===== config.mk =====
export PLATFORM = sky130hd
export DESIGN_NAME = sfg_isqrt
export DESIGN_NICKNAME = d
export VERILOG_FILES = /design/src/sfg_pkg.sv /design/src/sfg_isqrt.sv
export SDC_FILE = /design/constraint.sdc
export NUM_CORES = 2
export LEC_CHECK = 0
export ABC_AREA = 0
export BUFFER_PORTS_ARGS = -buffer_cell sky130_fd_sc_hd__buf_2
export CAP_MARGIN = 20
export CELL_PAD_IN_SITES_DETAIL_PLACEMENT = 1
export CELL_PAD_IN_SITES_GLOBAL_PLACEMENT = 1
export CORE_MARGIN = 2
export CORE_UTILIZATION = 40
export CTS_CLUSTER_DIAMETER = 80
export DETAILED_ROUTE_END_ITERATION = 10
export PLACE_DENSITY_LB_ADDON = 0.12
export SYNTH_ARGS = -nofsm -noshare
export SYNTH_HDL_FRONTEND = slang
export SYNTH_MEMORY_MAX_BITS = 65536
export SYNTH_SLANG_ARGS = --single-unit

===== constraint.sdc =====
create_clock -name clk -period 8.8 [get_ports clk]
set_input_delay 0.44 -clock clk [delete_from_list [all_inputs] [get_ports clk]]
set_output_delay 0.44 -clock clk [all_outputs]
set_load 0.02 [all_outputs]

===== src/sfg_pkg.sv =====
`timescale 1ns / 1ps
// ----------------------------------------------------------------------------
// sfg_pkg
// Shared types and constants of the spring force generator.
// ----------------------------------------------------------------------------
package sfg_pkg;

  localparam int unsigned MAG_W    = 32;  // |pos - anchor| fits in 32 bits
  localparam int unsigned SUM_W    = 66;  // sum of three squares
  localparam int unsigned ROOT_W   = SUM_W / 2;
  localparam int unsigned QUO_W    = 17;  // unit vector magnitude, at most 1.0
  localparam int unsigned CFG_IDX_W = 8;

  typedef logic [CFG_IDX_W-1:0] cfg_idx_t;

  localparam cfg_idx_t CFG_SPRING_CONSTANT = cfg_idx_t'(0);
  localparam cfg_idx_t CFG_REST_LENGTH     = cfg_idx_t'(1);

  typedef struct packed {
    logic signed [31:0] pos_x;
    logic signed [31:0] pos_y;
    logic signed [31:0] pos_z;
    logic signed [31:0] anchor_x;
    logic signed [31:0] anchor_y;
    logic signed [31:0] anchor_z;
  } in_word_t;

  typedef struct packed {
    logic signed [31:0] force_x;
    logic signed [31:0] force_y;
    logic signed [31:0] force_z;
  } out_word_t;

endpackage


===== src/sfg_isqrt.sv =====
`timescale 1ns / 1ps
// ----------------------------------------------------------------------------
// sfg_isqrt
// Pipelined integer square root, one result bit per stage.
// ----------------------------------------------------------------------------
module sfg_isqrt
  import sfg_pkg::*;
(
  input  logic              clk,
  input  logic              en,
  input  logic [SUM_W-1:0]  rad,
  output logic [ROOT_W-1:0] root
);

  localparam int unsigned STAGES = ROOT_W;
  localparam int unsigned REM_W  = ROOT_W + 2;

  logic [SUM_W-1:0]  rad_r  [1:STAGES];
  logic [REM_W-1:0]  rem_r  [1:STAGES];
  logic [ROOT_W-1:0] root_r [1:STAGES];
  logic [SUM_W-1:0]  rad_nxt  [1:STAGES];
  logic [REM_W-1:0]  rem_nxt  [1:STAGES];
  logic [ROOT_W-1:0] root_nxt [1:STAGES];

  always_comb begin
    logic [SUM_W-1:0]  rad_p;
    logic [REM_W-1:0]  rem_p;
    logic [ROOT_W-1:0] root_p;
    logic [1:0]        pair;
    logic [REM_W+1:0]  cand;
    logic [REM_W+1:0]  trial;
    for (int j = 1; j <= STAGES; j++) begin
      if (j == 1) begin
        rad_p  = rad;
        rem_p  = '0;
        root_p = '0;
      end else begin
        rad_p  = rad_r[j-1];
        rem_p  = rem_r[j-1];
        root_p = root_r[j-1];
      end
      pair  = 2'(rad_p >> (2 * (STAGES - j)));
      cand  = {rem_p, pair};
      trial = (REM_W+2)'({root_p, 2'b01});
      rad_nxt[j] = rad_p;
      if (cand >= trial) begin
        rem_nxt[j]  = REM_W'(cand - trial);
        root_nxt[j] = {root_p[ROOT_W-2:0], 1'b1};
      end else begin
        rem_nxt[j]  = REM_W'(cand);
        root_nxt[j] = {root_p[ROOT_W-2:0], 1'b0};
      end
    end
  end

  always_ff @(posedge clk) begin
    if (en) begin
      for (int j = 1; j <= STAGES; j++) begin
        rad_r[j]  <= rad_nxt[j];
        rem_r[j]  <= rem_nxt[j];
        root_r[j] <= root_nxt[j];
      end
    end
  end

  assign root = root_r[STAGES];

endmodule


==> flow_metrics.env <==
export IMPL_cp_max_fo=38
export IMPL_dp_hpwl_mm=206
export IMPL_drive_above_1_share_pct=7.56
export IMPL_worst_pin_slew_ns=1.18
export IMPL_grt_pass1_vias=78484
export IMPL_layout_commonest_cell="edfxtp_1"
export IMPL_cts_path_max_buffers=4
export IMPL_grt_total_usage_pct=18.0
export IMPL_nets=10629
export IMPL_max_slew_margin_rel_pct=21.3
export IMPL_period_needed_ns=4.78
export IMPL_synth_edf_count=2684
export IMPL_drt_total_wl_mm=287
export IMPL_wl_per_cell_um=20.0
export IMPL_finalMaxSlewViolations=0
export IMPL_fin_worst_skew_ns=0.0642
export IMPL_postRouteAntennaNets=0
export IMPL_yosysSeqAreaShare_pct=64.7
export IMPL_io_pins=101
export IMPL_rows=204
export IMPL_syn_num_nets=10288
export IMPL_async_flop_share_pct=0
export IMPL_power_density_nw_per_um2=265
export IMPL_cts_root_buf="clkbuf_16"
export IMPL_overflow=0
export IMPL_netlist_area_um2=125000
export IMPL_dieHeight_um=562
export IMPL_clk_pin_slew_worst_paths_ns=0.06
export IMPL_post_route_period_util_pct=54.3
export IMPL_netlist_instances=9624
export IMPL_ys_warn_count=0
export IMPL_crit_arrival_ns=5.39
export IMPL_rsz0062_at_grt="false"
export IMPL_avgSynthCellArea_um2=12.9
export IMPL_startpoint_type="flip-flop"
export IMPL_required_ns=9.42
export IMPL_numCtsBuffers=305
export IMPL_gp_congestion=0.856
export IMPL_synth_ff_type="edfxtp_1"
export IMPL_fillerInstances=31647
export IMPL_drtPass1Iterations=7
export IMPL_area_growth_pct=13.0
export IMPL_hp_class="primary input to flip-flop"
export IMPL_fin_tns_setup_ns=0
export IMPL_htreeDepth=5
export IMPL_status="finished clean"
export IMPL_cts_sinks=2684
export IMPL_grt_pass1_wl_mm=453
export IMPL_start_util_pct=40.3
export IMPL_setup_viol=0
export IMPL_die_area_um2=316000
export IMPL_hold_violations=0
export IMPL_cts_tree="built"
export IMPL_vias_per_cell=5.24
export IMPL_placed_cell_area_um2=130000
export IMPL_max_freq_mhz=209
export IMPL_layout_common_cells="edfxtp_1, inv_1, nand2_1"
export IMPL_ys_types=90
export IMPL_drt_iter0_markers=4507
export IMPL_antenna_found_initial=6
export IMPL_cp_end_kind="flip-flop"
export IMPL_core_area_um2=309000
export IMPL_critPathKind="flip-flop to flip-flop"
export IMPL_p_leak_nw=53.4
export IMPL_ys_seq_elements=2684
export IMPL_max_cap_violations=0
export IMPL_drc=0
export IMPL_numPortBuffers=100
export IMPL_ir_drop_mv=0.179
export IMPL_insertion_delay_ns=0.92
export IMPL_via_count=75068
export IMPL_finalInstanceArea_um2=141000
export IMPL_die_width_um=562
export IMPL_grt_max_degree=181
layer usage:
layer	global-route usage, %	up-vias	wire (um)
li1	-	36301	-
met1	23.7	37437	129000
met2	31.5	948	143000
met3	2.41	380	9290
met4	3.98	2	5770
met5	0	-	13
cells in the mapped netlist, drive strengths merged (15+ instances only):
cell	count	share of area, %
a2111oi	18	0.14
a211oi	52	0.31
a21boi	20	0.12
a21o	270	1.6
a21oi	598	2.4
a31oi	63	0.32
and2	27	0.14
and3	63	0.32
buf	24	0.079
clkbuf	167	0.50
edfxtp	2684	65
ha	596	6.0
inv	769	2.3
mux2	62	0.56
mux2i	15	0.12
nand2	652	2.0
nand2b	119	0.60
nand3	165	0.67
nand3b	22	0.13
nand4	91	0.46
nor2	564	1.7
nor2b	82	0.41
nor3	246	1.0
nor3b	18	0.11
nor4	141	0.71
nor4b	15	0.12
o211ai	30	0.18
o21a	81	0.49
o21ai	505	2.0
o21bai	54	0.33
o31ai	56	0.34
o41ai	16	0.11
or2	61	0.31
or3	104	0.52
or4	71	0.43
xnor2	457	3.2
xor2	444	3.1
area by class of cell:
cell class	count	area (um^2)	area share, %
Antenna cell	2	5.00	0.00355
Clock buffer	353	7900	5.61
Clock inverter	192	1950	1.38
Inverter	771	2890	2.06
Multi-Input combinational cell	5978	40500	28.8
Sequential cell	2684	80600	57.2
Tap cell	4120	5150	3.66
Timing Repair Buffer	225	1790	1.27
kinds of logic (layout without fill, tap and decap cells):
| kind of cell | Yosys count | after routing | synth area share (%) |
|---|---|---|---|
| xor+xnor | 901 | 901 | 6.33 |
| compound gates | 1923 | 1923 | 9.56 |
| flops | 2684 | 2684 | 64.7 |
| fa+ha+maj | 596 | 596 | 5.98 |
| buf+inv | 962 | 1541 | 2.91 |
| simple gates | 2480 | 2480 | 9.86 |
| other cells | 1 | 3 | 0.00301 |
| mux | 77 | 77 | 0.681 |
what timing repair did:
item,4_1_cts,5_1_grt
hold endpoints to repair,67,0
hold buffers,67,0
gates resized for setup,0,0
setup buffers,0,0
worst max-delay path, stage by stage (launching register included):
cell and delay (ns):
edfxtp_1 0.35, inv_1 0.05, ha_1 0.34, o21ai_0 0.37
a221oi_1 0.23, o21a_1 0.27, o21bai_1 0.20, nand4_1 0.14
a221oi_1 0.79, a31oi_1 0.42, a21oi_4 0.67, buf_4 0.47
o21ai_0 0.20
through the flow:
step / setup WS, ns / hold WS (ns) / std cells / power (mW) / util [%]
4_1_cts: 4.19 / 0.0580 / 14323 / 37.9 / 45.5
3_5_place_dp: 4.23 / 0.405 / 13711 / 25.0 / 42.1
2_1_floorplan: 5.17 / 0.400 / 9624 / 22.4 / -
5_1_grt: 3.67 / 0.0436 / 14324 / 39.3 / 45.5
6_report: 4.02 / 0.0333 / 14325 / 37.3 / 45.5
3_3_place_gp: 4.37 / 0.400 / 13710 / 24.9 / 42.1
worst paths after layout:
kind | cells after the start | to | slack (ns) | start
max | 12 | rem_r[0][1064]$_DFFE_PP_ | 4.02 | root_r[0][958]$_DFFE_PP_
min | 1 | rad_r[0][103]$_DFFE_PP_ | 0.03 | en
max reg2reg | 12 | rem_r[0][1064]$_DFFE_PP_ | 4.02 | root_r[0][958]$_DFFE_PP_
min reg2reg | 0 | rad_r[0][792]$_DFFE_PP_ | 0.37 | rad_r[0][726]$_DFFE_PP_
sequential cells by signal, summed over array words and instances, names as in the netlist:
| signal | cells |
|---|---|
| rem_r | 1067 |
| root_r | 561 |
| rad_r | 1056 |
power by group:
group	internal [mW]	leakage [nW]	switching, mW	total (mW)
Clock	7.24	4.80	5.25	12.5
Combinational	3.05	22.8	4.41	7.46
Sequential	16.2	25.8	1.17	17.3
Power figures use the tool's default switching activity.
