===== config.mk =====
export PLATFORM = sky130hd
export DESIGN_NAME = sfg_div
export DESIGN_NICKNAME = d
export VERILOG_FILES = /design/src/sfg_pkg.sv /design/src/sfg_div.sv
export SDC_FILE = /design/constraint.sdc
export NUM_CORES = 2
export LEC_CHECK = 0
export ABC_AREA = 1
export BUFFER_PORTS_ARGS = -buffer_cell sky130_fd_sc_hd__buf_2
export CAP_MARGIN = 20
export CORE_ASPECT_RATIO = 0.7
export CORE_UTILIZATION = 50
export CTS_BUF_LIST = sky130_fd_sc_hd__clkbuf_8
export CTS_CLUSTER_DIAMETER = 150
export DETAILED_ROUTE_END_ITERATION = 8
export PLACE_DENSITY = 0.65
export SYNTH_ARGS = -nofsm -noshare
export SYNTH_HDL_FRONTEND = slang
export SYNTH_SLANG_ARGS = --single-unit

===== constraint.sdc =====
create_clock -name clk -period 2.8 [get_ports clk]
set_clock_uncertainty 0.2 [all_clocks]
set_input_delay 0.7 -clock clk [delete_from_list [all_inputs] [get_ports clk]]
set_output_delay 0.7 -clock clk [all_outputs]
set_load 0.02 [all_outputs]

===== src/sfg_pkg.sv =====
`timescale 1ns / 1ps
// ----------------------------------------------------------------------------
// sfg_pkg
// Shared types and constants of the spring force generator.
// ----------------------------------------------------------------------------
package sfg_pkg;

  localparam int unsigned MAG_W    = 32;  // |pos - anchor| fits in 32 bits
  localparam int unsigned SUM_W    = 66;  // sum of three squares
  localparam int unsigned ROOT_W   = SUM_W / 2;
  localparam int unsigned QUO_W    = 17;  // unit vector magnitude, at most 1.0
  localparam int unsigned CFG_IDX_W = 8;

  typedef logic [CFG_IDX_W-1:0] cfg_idx_t;

  localparam cfg_idx_t CFG_SPRING_CONSTANT = cfg_idx_t'(0);
  localparam cfg_idx_t CFG_REST_LENGTH     = cfg_idx_t'(1);

  typedef struct packed {
    logic signed [31:0] pos_x;
    logic signed [31:0] pos_y;
    logic signed [31:0] pos_z;
    logic signed [31:0] anchor_x;
    logic signed [31:0] anchor_y;
    logic signed [31:0] anchor_z;
  } in_word_t;

  typedef struct packed {
    logic signed [31:0] force_x;
    logic signed [31:0] force_y;
    logic signed [31:0] force_z;
  } out_word_t;

endpackage


===== src/sfg_div.sv =====
`timescale 1ns / 1ps
// ----------------------------------------------------------------------------
// sfg_div
// Pipelined restoring divider: (mag << 16) / len, one quotient bit a stage.
// ----------------------------------------------------------------------------
module sfg_div
  import sfg_pkg::*;
(
  input  logic              clk,
  input  logic              en,
  input  logic [MAG_W-1:0]  mag,
  input  logic [ROOT_W-1:0] len,
  output logic [QUO_W-1:0]  quo
);

  localparam int unsigned STAGES = QUO_W;

  logic [ROOT_W-1:0] rem_r [1:STAGES];
  logic [ROOT_W-1:0] len_r [1:STAGES];
  logic [QUO_W-1:0]  quo_r [1:STAGES];
  logic [ROOT_W-1:0] rem_nxt [1:STAGES];
  logic [ROOT_W-1:0] len_nxt [1:STAGES];
  logic [QUO_W-1:0]  quo_nxt [1:STAGES];

  // quotient never exceeds 2^16, so the top of the dividend starts as remainder
  always_comb begin
    logic [ROOT_W-1:0] rem_p;
    logic [ROOT_W-1:0] len_p;
    logic [QUO_W-1:0]  quo_p;
    logic              dbit;
    logic [ROOT_W:0]   cand;
    for (int j = 1; j <= STAGES; j++) begin
      if (j == 1) begin
        rem_p = ROOT_W'(mag[MAG_W-1:1]);
        len_p = len;
        quo_p = '0;
        dbit  = mag[0];
      end else begin
        rem_p = rem_r[j-1];
        len_p = len_r[j-1];
        quo_p = quo_r[j-1];
        dbit  = 1'b0;
      end
      cand       = {rem_p, dbit};
      len_nxt[j] = len_p;
      if (cand >= {1'b0, len_p}) begin
        rem_nxt[j] = ROOT_W'(cand - {1'b0, len_p});
        quo_nxt[j] = {quo_p[QUO_W-2:0], 1'b1};
      end else begin
        rem_nxt[j] = ROOT_W'(cand);
        quo_nxt[j] = {quo_p[QUO_W-2:0], 1'b0};
      end
    end
  end

  always_ff @(posedge clk) begin
    if (en) begin
      for (int j = 1; j <= STAGES; j++) begin
        rem_r[j] <= rem_nxt[j];
        len_r[j] <= len_nxt[j];
        quo_r[j] <= quo_nxt[j];
      end
    end
  end

  assign quo = quo_r[STAGES];

endmodule


==> reports/results.tsv <==
stage	metric	value	unit
yosys	synth.cell_area	88560	um^2
routing	routedWlPerCell	19.67	um
pwr	cellPowerDensity	1074	nW/um^2
clock_network	clkTransAtPathRegs	60	ps
clock_network	cts_max_path_buffers	4	
floorplan	fp.coreArea	174900	um^2
hold_path	min_delay_path_depth	4	
yosys	synth.net_count	13110	
finish	utilization	0.6284	
clock_network	cts.root.buffer_cell	sky130_fd_sc_hd__clkbuf_8	
pwr	total_internal_power	0.06167	W
clock_network	insertion_delay	970	ps
timing	hold_viol	0	
timing	layout_worst_path_cycle_share	0.9980	
pwr	portion_of_total_power_attributed_to_combinational_logic	0.599	
setup_path	crit_path_max_fanout	4	
job	cap_violations	0	
setup_path	crit_path_start_kind	register	
global_routing	grt_most_used_layer	met1	
setup_path	worst_setup_startpoint	rem_r[0][485]$_DFFE_PP_	
setup_path	capturing_element_of_the_worst_setup_path	rem_r[0][524]$_DFFE_PP_	
global_routing	track_usage	0.3560	
pwr	fin_total_pwr	0.1180	W
yosys	dominant_combinational_cell_family_by_area_after_synthesis	simple AND/OR/NAND/NOR gates	
global_routing	use_met3	0.07541	
yosys	synthesis.yosys.warnings	0	
floorplan	fp.dieW	505.0	um
routing	drc	0	
yosys	yosysSeqAreaShare	0.4099	
yosys	synth_mux_area_frac	0	
finish	fraction_of_layout_cells_with_a_size_suffix_above_1	0.1678	
yosys	post_synth_fa_ha_maj_area_fraction	0.08259	
placement	placement.setup.worst_slack	-310.4	ps
pwr	power.static_leakage	59.42	nW
timing	setup_ws	5.577	ps
global_routing	first_global_vias	78290	
pwr	netSwitchingFraction	0.4776	
floorplan	fp.dieArea	178800	um^2
setup_path	reg2reg_slack	6	ps
timing	period_minus_slack	2794	ps
yosys	yosys.area_share.simple	0.3332	
global_routing	grt_use_met1	0.5518	
yosys	parity_gate_share_of_the_synthesized_area_counting_xor_and_xnor_cells	0.02285	
setup_path	setup.worst_path.end_class	register	
run_status	status	finished, final reports clean	
clock_network	clock-sinks	1209	
clock_network	tritoncts_clock_tree	built	
routing	routed_via_density	5.159	
pwr	pwr-share-seq	0.263	
placement	routabilityCongestion	1.052	
routing	detailroute.via_count	86030	
global_routing	number_of_antenna_violations_at_the_first_check_in_global_routing	13	
global_routing	grt_overflow	0	
setup_path	worst_ep_required_time	3290	ps
pwr	ir_drop	0.6381	mV
floorplan	chipHeight	354.1	um
clock_network	htreeDepth	4	
setup_path	critical_path_arrival	3290	ps
hold_path	holdCritPathClass	in -> reg	
floorplan	floorplan.initialDensity	0.5064	
routing	drt_first_iter_violations	10060	
yosys	post_synth_inst_count	12460	
setup_path	worst_r2r_startpoint	rem_r[0][485]$_DFFE_PP_	
pwr	share_clk_of_total_power	0.138	
pwr	power_switching	0.05638	W
routing	wl	328000	um
timing	rsz0062_at_grt	true	
yosys	yosys_register_bits	1209	
timing	final_max_slew_viol_count	0	
yosys	synth_compound_area_frac	0.02313	
placement	hpwl	267200	um
timing	setup-violations-final	0	
timing	worst_slew_pin_slew	665.2	ps
finish	num-nets-final	14820	
placement	port_buffers	83	
routing	route.antenna.remaining_nets	0	
setup_path	reg2reg_depth	12	
setup_path	startpoint_to_endpoint_class_of_the_critical_path	reg -> reg	
clock_network	numCtsBuffers	203	
global_routing	first_pass_grt_wire_length	481000	um
floorplan	pin_count	84	
timing	max_clock_freq	357.9	MHz
finish	fill_cells	16010	
yosys	avgSynthCellArea	7.106	um^2
timing	timing.max_slew.rel_slack	0.5565	
setup_path	timing.rr.end	rem_r[0][524]$_DFFE_PP_	
yosys	synthDistinctLibCells	37	
floorplan	std_cell_rows	128	
global_routing	grt_max_degree	109	
global_routing	grt_use_met2	0.4990	
routing	drt_pre_antenna_iters	9	
finish	layout-area-overhead-vs-synth	24.09	%
[layout make-up]
type                    instances  area [um^2]  share of cell area
multi-input cells            8388        43230              0.3934
clock inverters               150         1111             0.01011
clock buffers                 205         2821             0.02567
well taps                    2340         2928             0.02664
diodes                          2        5.005          0.00004554
inverters                    2750        10360             0.09427
repair buffers               1630        13140              0.1195
flip-flops and latches       1209        36300              0.3304
[layer usage]
metal,vias to the layer above,part of all wire
met3,441,0.11
met5,-,0.00054
met4,12,0.024
met2,4098,0.40
met1,39640,0.47
li1,41840,-
[metrics by stage]
stage          hold WS [ps]  setup TNS, ps  std cells  area (um^2)
2_1_floorplan         200.3              0      12460        88560
3_3_place_gp          200.6         -34490      16100       101600
3_5_place_dp          204.5         -33940      16100       101600
4_1_cts               45.64         -52.78      16550       106700
5_1_grt               120.0          -1689      16670       109900
6_report              124.2              0      16670       109900
[cell usage in the layout (no fill, tap or decap), drive strengths merged]
cell | synthesis | layout
a211oi | 4 | 4
nor2 | 737 | 737
inv | 2750 | 2812
nand3b | 93 | 93
nand3 | 751 | 751
o2111ai | 1 | 1
o21bai | 24 | 24
and3 | 11 | 11
nand2 | 5213 | 5215
a21boi | 1 | 1
o21ai | 29 | 29
dlygate4sd3 | 0 | 65
nor3 | 118 | 118
nand4 | 107 | 107
ha | 559 | 559
xnor2 | 7 | 7
o21a | 2 | 2
clkinv | 0 | 61
bufinv | 0 | 17
xor2 | 224 | 224
clkinvlp | 0 | 10
a21o | 3 | 3
or2 | 34 | 34
edfxtp | 1209 | 1209
a21oi | 323 | 323
nor4 | 9 | 9
clkbuf | 0 | 211
buf | 118 | 1559
and2 | 120 | 120
fa | 16 | 16
diode | 0 | 2
[power groups by stage]
stage	Combinational, W	Clock, W	Sequential (W)
global placement	0.0639	0	0.0311
CTS	0.0655	0.0165	0.0308
finish	0.0707	0.0162	0.0311
detailed placement	0.0645	0	0.0311
global route	0.0771	0.0173	0.0312
floorplan	0.0389	0	0.0285
[worst min-delay path by stage]
stage                             from                 endpoint
3_5_place_dp   quo_r[0][139]$_DFFE_PP_  quo_r[0][157]$_DFFE_PP_
4_1_cts                         mag[1]   rem_r[0][34]$_DFFE_PP_
2_1_floorplan   quo_r[0][85]$_DFFE_PP_  quo_r[0][103]$_DFFE_PP_
5_1_grt                         mag[1]   rem_r[0][34]$_DFFE_PP_
3_3_place_gp    quo_r[0][68]$_DFFE_PP_   quo_r[0][86]$_DFFE_PP_
6_report                        mag[1]   rem_r[0][34]$_DFFE_PP_
[cells by family after synthesis]
logic type / count (synthesis)
flip-flops: 1209
AO/OA/AOI/OAI: 387
adder cells (fa/ha/maj): 575
buffers and inverters: 2868
AND/OR/NAND/NOR: 7193
XOR/XNOR: 231
[Yosys cell counts]
cell type | number | area share
sky130_fd_sc_hd__nand2_1 | 5182 | 0.22
sky130_fd_sc_hd__inv_1 | 2733 | 0.12
sky130_fd_sc_hd__edfxtp_1 | 1209 | 0.41
sky130_fd_sc_hd__nand3_1 | 739 | 0.042
sky130_fd_sc_hd__nor2_1 | 703 | 0.030
sky130_fd_sc_hd__ha_1 | 559 | 0.079
sky130_fd_sc_hd__a21oi_1 | 321 | 0.018
sky130_fd_sc_hd__xor2_1 | 224 | 0.022
sky130_fd_sc_hd__and2_1 | 120 | 0.0085
sky130_fd_sc_hd__nor3_1 | 112 | 0.0063
sky130_fd_sc_hd__nand4_1 | 107 | 0.0076
sky130_fd_sc_hd__nand3b_1 | 89 | 0.0075
sky130_fd_sc_hd__buf_6 | 63 | 0.0080
sky130_fd_sc_hd__buf_2 | 38 | 0.0021
sky130_fd_sc_hd__or2_2 | 34 | 0.0024
sky130_fd_sc_hd__nor2_2 | 33 | 0.0023
sky130_fd_sc_hd__o21ai_0 | 29 | 0.0016
sky130_fd_sc_hd__o21bai_1 | 24 | 0.0020
sky130_fd_sc_hd__nand2_4 | 19 | 0.0024
sky130_fd_sc_hd__buf_4 | 17 | 0.0014
sky130_fd_sc_hd__fa_1 | 16 | 0.0036
sky130_fd_sc_hd__inv_2 | 12 | 0.00051
sky130_fd_sc_hd__nand2_2 | 12 | 0.00085
sky130_fd_sc_hd__nand3_2 | 12 | 0.0014
sky130_fd_sc_hd__and3_1 | 11 | 0.00078
sky130_fd_sc_hd__nor4_1 | 9 | 0.00064
sky130_fd_sc_hd__xnor2_1 | 7 | 0.00069
sky130_fd_sc_hd__nor3_2 | 6 | 0.00068
sky130_fd_sc_hd__inv_4 | 5 | 0.00035
sky130_fd_sc_hd__a211oi_1 | 4 | 0.00034
sky130_fd_sc_hd__nand3b_2 | 4 | 0.00051
sky130_fd_sc_hd__a21o_1 | 3 | 0.00025
sky130_fd_sc_hd__a21oi_4 | 2 | 0.00037
sky130_fd_sc_hd__o21a_1 | 2 | 0.00017
sky130_fd_sc_hd__a21boi_0 | 1 | 0.000085
sky130_fd_sc_hd__nor2_4 | 1 | 0.00013
sky130_fd_sc_hd__o2111ai_1 | 1 | 0.000099
[worst max-delay path: stages (launching register included)]
cell and delay [ps]:
sky130_fd_sc_hd__edfxtp_1 470, sky130_fd_sc_hd__ha_1 340, sky130_fd_sc_hd__buf_4 140, sky130_fd_sc_hd__nand2_1 130, sky130_fd_sc_hd__nor2_1 230, sky130_fd_sc_hd__inv_1 180, sky130_fd_sc_hd__nor3_2 230, sky130_fd_sc_hd__and2_1 180
sky130_fd_sc_hd__nand2_2 100, sky130_fd_sc_hd__nand3_1 90, sky130_fd_sc_hd__nand2_1 110, sky130_fd_sc_hd__nand2_1 80, sky130_fd_sc_hd__nand2_1 60
[flip-flops by register name (all words and copies together), names as in the netlist]
register / flops
len_r: 528
quo_r: 153
rem_r: 528
[timing repair]
action | in CTS | in global routing
gates cloned | 0 | 8
pin swaps | 9 | 49
setup endpoints to repair | 259 | 488
buffers inserted | 26 | 119
hold buffers | 65 | 0
hold endpoints to repair | 78 | 0
gates resized for setup | 80 | 464
Note: power is estimated with default switching activity, not from simulation.
